<file path="src/rtl/core/c2bg_pkg.sv">
// ----------------------------------------------------------------------------
// c2bg_pkg
// Shared types, sizes, codes and helpers of the convolution backward core.
// ----------------------------------------------------------------------------
package c2bg_pkg;

    localparam int MAX_BATCH    = 4;
    localparam int MAX_CHANNELS = 8;
    localparam int MAX_IN_DIM   = 32;
    localparam int MAX_KERNELS  = 16;
    localparam int MAX_K_DIM    = 7;

    localparam int ACT_DEPTH  = MAX_BATCH * MAX_CHANNELS * MAX_IN_DIM * MAX_IN_DIM;
    localparam int WGT_DEPTH  = MAX_KERNELS * MAX_CHANNELS * MAX_K_DIM * MAX_K_DIM;
    localparam int OG_DEPTH   = MAX_BATCH * MAX_KERNELS * MAX_IN_DIM * MAX_IN_DIM;
    localparam int BIAS_DEPTH = MAX_KERNELS;

    // wide accumulator, holds any exact sum of this configuration range
    localparam int ACC_W = 48;

    localparam logic [2:0] OP_LOAD_ACT = 3'd0;
    localparam logic [2:0] OP_LOAD_WGT = 3'd1;
    localparam logic [2:0] OP_LOAD_OG  = 3'd2;
    localparam logic [2:0] OP_COMPUTE  = 3'd3;
    localparam logic [2:0] OP_READ     = 3'd4;

    localparam logic [1:0] RK_IN   = 2'd0;
    localparam logic [1:0] RK_KERN = 2'd1;
    localparam logic [1:0] RK_BIAS = 2'd2;
    localparam logic [1:0] RK_DONE = 2'd3;

    localparam logic [2:0] REG_IN_CH  = 3'd0;
    localparam logic [2:0] REG_IN_W   = 3'd1;
    localparam logic [2:0] REG_IN_H   = 3'd2;
    localparam logic [2:0] REG_KCOUNT = 3'd3;
    localparam logic [2:0] REG_KW     = 3'd4;
    localparam logic [2:0] REG_KH     = 3'd5;
    localparam logic [2:0] REG_STEP_X = 3'd6;
    localparam logic [2:0] REG_STEP_Y = 3'd7;

    typedef enum logic [4:0] {
        S_IDLE,
        S_CLEAR,
        S_G0,
        S_G1,
        S_G2,
        S_GRD,
        S_GBIAS,
        S_A0,
        S_A1,
        S_A2,
        S_RD,
        S_MUL,
        S_WR,
        S_CDONE,
        S_RDATA,
        S_DIV,
        S_ROUT
    } state_t;

    function automatic logic signed [31:0] sat32(input logic signed [ACC_W-1:0] v);
        logic [ACC_W-32:0] hi;
        hi = v[ACC_W-1:31];
        if ((&hi) || (~|hi)) begin
            return v[31:0];
        end else if (v[ACC_W-1]) begin
            return 32'sh8000_0000;
        end
        return 32'sh7fff_ffff;
    endfunction

endpackage

</file>
<file path="src/rtl/core/c2bg_div.sv">
// ----------------------------------------------------------------------------
// c2bg_div
// Restoring divider of a signed accumulator by a small batch count, one
// quotient bit per cycle, truncating toward zero.
// ----------------------------------------------------------------------------
module c2bg_div (
    input  logic                               aclk,
    input  logic                               aresetn,
    input  logic                               start,
    input  logic signed [c2bg_pkg::ACC_W-1:0]  dividend,
    input  logic        [2:0]                  divisor,
    output logic                               done,
    output logic signed [c2bg_pkg::ACC_W-1:0]  quotient
);
    import c2bg_pkg::*;

    localparam int CNT_W = $clog2(ACC_W);

    logic             busy_reg;
    logic             done_reg;
    logic [CNT_W-1:0] cnt_reg;
    logic [ACC_W-1:0] mag_reg;
    logic [2:0]       rem_reg;
    logic [2:0]       d_reg;
    logic             neg_reg;
    logic [3:0]       sh;
    logic             fits;

    always_comb begin
        sh   = {rem_reg, mag_reg[ACC_W-1]};
        fits = (sh >= {1'b0, d_reg});
    end

    always_ff @(posedge aclk) begin
        if (!aresetn) begin
            busy_reg <= 1'b0;
            done_reg <= 1'b0;
        end else begin
            done_reg <= 1'b0;
            if (start) begin
                busy_reg <= 1'b1;
            end else if (busy_reg && (cnt_reg == CNT_W'(ACC_W - 1))) begin
                busy_reg <= 1'b0;
                done_reg <= 1'b1;
            end
        end
    end

    always_ff @(posedge aclk) begin
        if (start) begin
            mag_reg <= dividend[ACC_W-1] ? ACC_W'(-dividend) : ACC_W'(dividend);
            neg_reg <= dividend[ACC_W-1];
            d_reg   <= divisor;
            rem_reg <= 3'd0;
            cnt_reg <= '0;
        end else if (busy_reg) begin
            rem_reg <= fits ? 3'(sh - {1'b0, d_reg}) : sh[2:0];
            mag_reg <= {mag_reg[ACC_W-2:0], fits};
            cnt_reg <= cnt_reg + 1'b1;
        end
    end

    assign done     = done_reg;
    assign quotient = neg_reg ? -$signed(mag_reg) : $signed(mag_reg);

endmodule

</file>
<file path="config.mk">
export PLATFORM = sky130hd
export DESIGN_NAME = c2bg_div
export DESIGN_NICKNAME = d
export VERILOG_FILES = /design/src/rtl/core/c2bg_pkg.sv /design/src/rtl/core/c2bg_div.sv
export SDC_FILE = /design/constraint.sdc
export NUM_CORES = 1
export LEC_CHECK = 0
export BUFFER_PORTS_ARGS = -buffer_cell sky130_fd_sc_hd__buf_2
export CAP_MARGIN = 20
export CELL_PAD_IN_SITES_DETAIL_PLACEMENT = 0
export CELL_PAD_IN_SITES_GLOBAL_PLACEMENT = 1
export CORE_MARGIN = 10
export CORE_UTILIZATION = 33
export DETAILED_ROUTE_END_ITERATION = 16
export PLACE_DENSITY_LB_ADDON = 0.1
export SETUP_SLACK_MARGIN = 0.15
export SLEW_MARGIN = 20
export SYNTH_ARGS = -nofsm -noshare
export SYNTH_HDL_FRONTEND = slang
export SYNTH_SLANG_ARGS = --single-unit
</file>
<file path="constraint.sdc">
create_clock -name aclk -period 6.05 [get_ports aclk]
set_input_delay 0 -clock aclk [delete_from_list [all_inputs] [get_ports aclk]]
set_output_delay 0 -clock aclk [all_outputs]
set_load 0.01 [all_outputs]
</file>
==> impl_metrics.toml <==
[timing]
final-max-slew-violation-count = 0
max_clock_freq_mhz = 327
grt_setup_unrepaired = "false"
worst_pin_slew_ns = 0.968
finalSetupViolCount = 0
post-route-period-util = 0.505
setup_tns_ns = 0
hold_viol = 0
worst_clock_skew_ns = 0.00522
slew_headroom = 0.355
fin_crit_ns = 3.06

[logic_synthesis]
ys_seq_area_frac = 0.376
yosysWarnings = 0
synth_edf_count = 52
synth_seq_cells = 63
yosysTopAreaCellShare = 0.330
async_flop_share = 0
yosysTopAreaCell = "edfxtp_1"
yosys-top-cells-area = "edfxtp_1, xnor2_1, xor2_1"
synth_top_family_by_area = "simple AND/OR/NAND/NOR gates"
synth.net_count = 591
syn_area_per_cell_um2 = 8.93
yosysUniqueCellTypes = 49
synthAdderAreaFrac = 0.0201
yosys_most_used_dff = "edfxtp_1"
synth-simple-area-share = 0.210
synthXorXnorAreaFrac = 0.159
synth-compound-area-share = 0.188
synth_mux_area_frac = 0.0114
mappedNetlistArea_um2 = 4730
synthCells = 530

[cells_and_area]
fin_area_um2 = 5700
layout_common_cells = "buf_2, nor2_1, xnor2_1, edfxtp_1, a21oi_1"
drive_gt1_frac = 0.209
mostFrequentLayoutCell = "buf_2"
final_util = 0.408
antenna_cells = 0
largest_register_ffs = 48
area_growth_pct = 20.4
nets = 682

[run]
drv_cap = 0

[die]
start_util = 0.338
die_h_um = 140
std_cell_rows = 43
die_x_um = 140
coreArea_um2 = 14000
io_pins = 103
fp.dieArea_um2 = 19500

[global_route]
grt_pass1_wl_um = 24100
first_global_vias = 4396
grt_max_degree = 100
grt_usage = 0.148
overflow = 0
antenna_found_initial = 0

[cts]
cts_buffers = 9
h-tree-depth = 3
clk_latency_ns = 0.33
clockBufferDepth = 2
cts_tree = "done"
clk_pin_slew_ns = 0.05
cts_sinks = 63
root_buffer = "clkbuf_16"

[worst_setup_path]
cp_slowest_cell = "or4_1"
critPathKind = "register to output port"
end_kind = "output port"
path_cells = "or4_1 -> nor3_4 -> nand4_2 -> o41ai_1 -> xnor2_1 -> buf_2"
crit_required_ns = 6.05
max_stage_delay_ns = 0.63
arrival_ns = 3.06
start_kind = "register"
crit_fanout = 9

[power_and_ir_drop]
power.leakage_uw = 0.00204
ir_drop_mv = 0.111
p_per_area_nw_per_um2 = 247

[detailed_routing]
post_drt_wl_per_cell_um = 18.1
drt_iter0_markers = 346
vias_per_cell = 5.41
postRouteWirelength_um = 14600
drcViolationCount = 0
vias = 4363
ant_nets = 0
dr.pass1.iters = 5

[min_path]
hold_path_class = "input port to register"

[outcome]
status = "finished clean"

[place]
placed_area_um2 = 5380
gp_congestion = 0.819
dpl.hpwl_um = 10700
portBuffers = 102
layout make-up:
cell class	instances	area, um2
Tap cell	180	225
Timing Repair Buffer	110	586
Clock buffer	15	268
Inverter	13	48.8
Clock inverter	1	5.00
Fill cell	1471	8290
Sequential cell	63	1780
Multi-Input combinational cell	424	2790
routing by layer:
metal	vias up	wire length, um	GRT usage
met3	13	790	0.0391
met2	104	6860	0.240
met1	2071	6750	0.189
met4	0	160	0.0424
met5	-	0	0
li1	2175	-	-
synthesized netlist by cell type, types with 8 or more instances:
| cell | count |
|---|---|
| nor3_1 | 10 |
| edfxtp_1 | 52 |
| xor2_1 | 34 |
| or3_1 | 14 |
| clkbuf_1 | 26 |
| nand3_1 | 14 |
| nand2_1 | 28 |
| nor2_1 | 61 |
| o31ai_1 | 25 |
| dfxtp_1 | 11 |
| o21ai_0 | 30 |
| or4_1 | 13 |
| o41ai_1 | 22 |
| nor4_1 | 13 |
| nand4_1 | 8 |
| inv_1 | 13 |
| a21oi_1 | 43 |
| xnor2_1 | 52 |
worst max-delay path, delay by kind of cell (launching register included):
kind,cells,cell delay (ns)
XOR/XNOR,1,0.21
AND/OR/NAND/NOR,3,1.41
buffers and inverters,1,0.18
flip-flops,1,0.43
AO/OA/AOI/OAI,1,0.50
where the power goes:
part	total, uW	internal (uW)	switching [uW]
Sequential	583	528	54.8
Combinational	345	153	193
Clock	482	300	182
per-stage QoR:
step | power, uW | std cells | worst slack [ns] | hold WS [ns]
4_1_cts | 1430 | 806 | 2.97 | 0.0687
5_1_grt | 1500 | 806 | 2.72 | 0.0957
3_3_place_gp | 938 | 785 | 3.34 | 0.180
2_1_floorplan | 794 | 530 | 3.89 | 0.0989
6_report | 1410 | 806 | 2.99 | 0.0715
3_5_place_dp | 941 | 785 | 3.31 | 0.180
kinds of logic (layout without fill, tap and decap cells):
family / count (synthesis) / count (layout)
AOI/OAI and AO/OA: 137 / 137
xor gates and xnor gates: 86 / 86
adders and majority gates: 7 / 7
buffers and inverters: 43 / 139
DFF: 63 / 63
muxes: 5 / 5
and+or+nand+nor: 189 / 189
final timing paths:
kind	startpoint	to	slack [ns]	cells after the start
setup / recovery	mag_reg[10]	quotient[45]	2.99	6
hold / removal	dividend[46]	mag_reg[46]	0.07	3
setup reg to reg	mag_reg[47]	rem_reg[1]	3.87	8
hold reg to reg	rem_reg[2]	rem_reg[2]	0.48	2
what timing repair did:
action                    in CTS  in global routing
hold buffers                   5                  0
buffers inserted               0                  0
hold endpoints to repair      13                  0
gates resized for setup        0                  0
No activity file was read; power rests on OpenSTA's default activity.
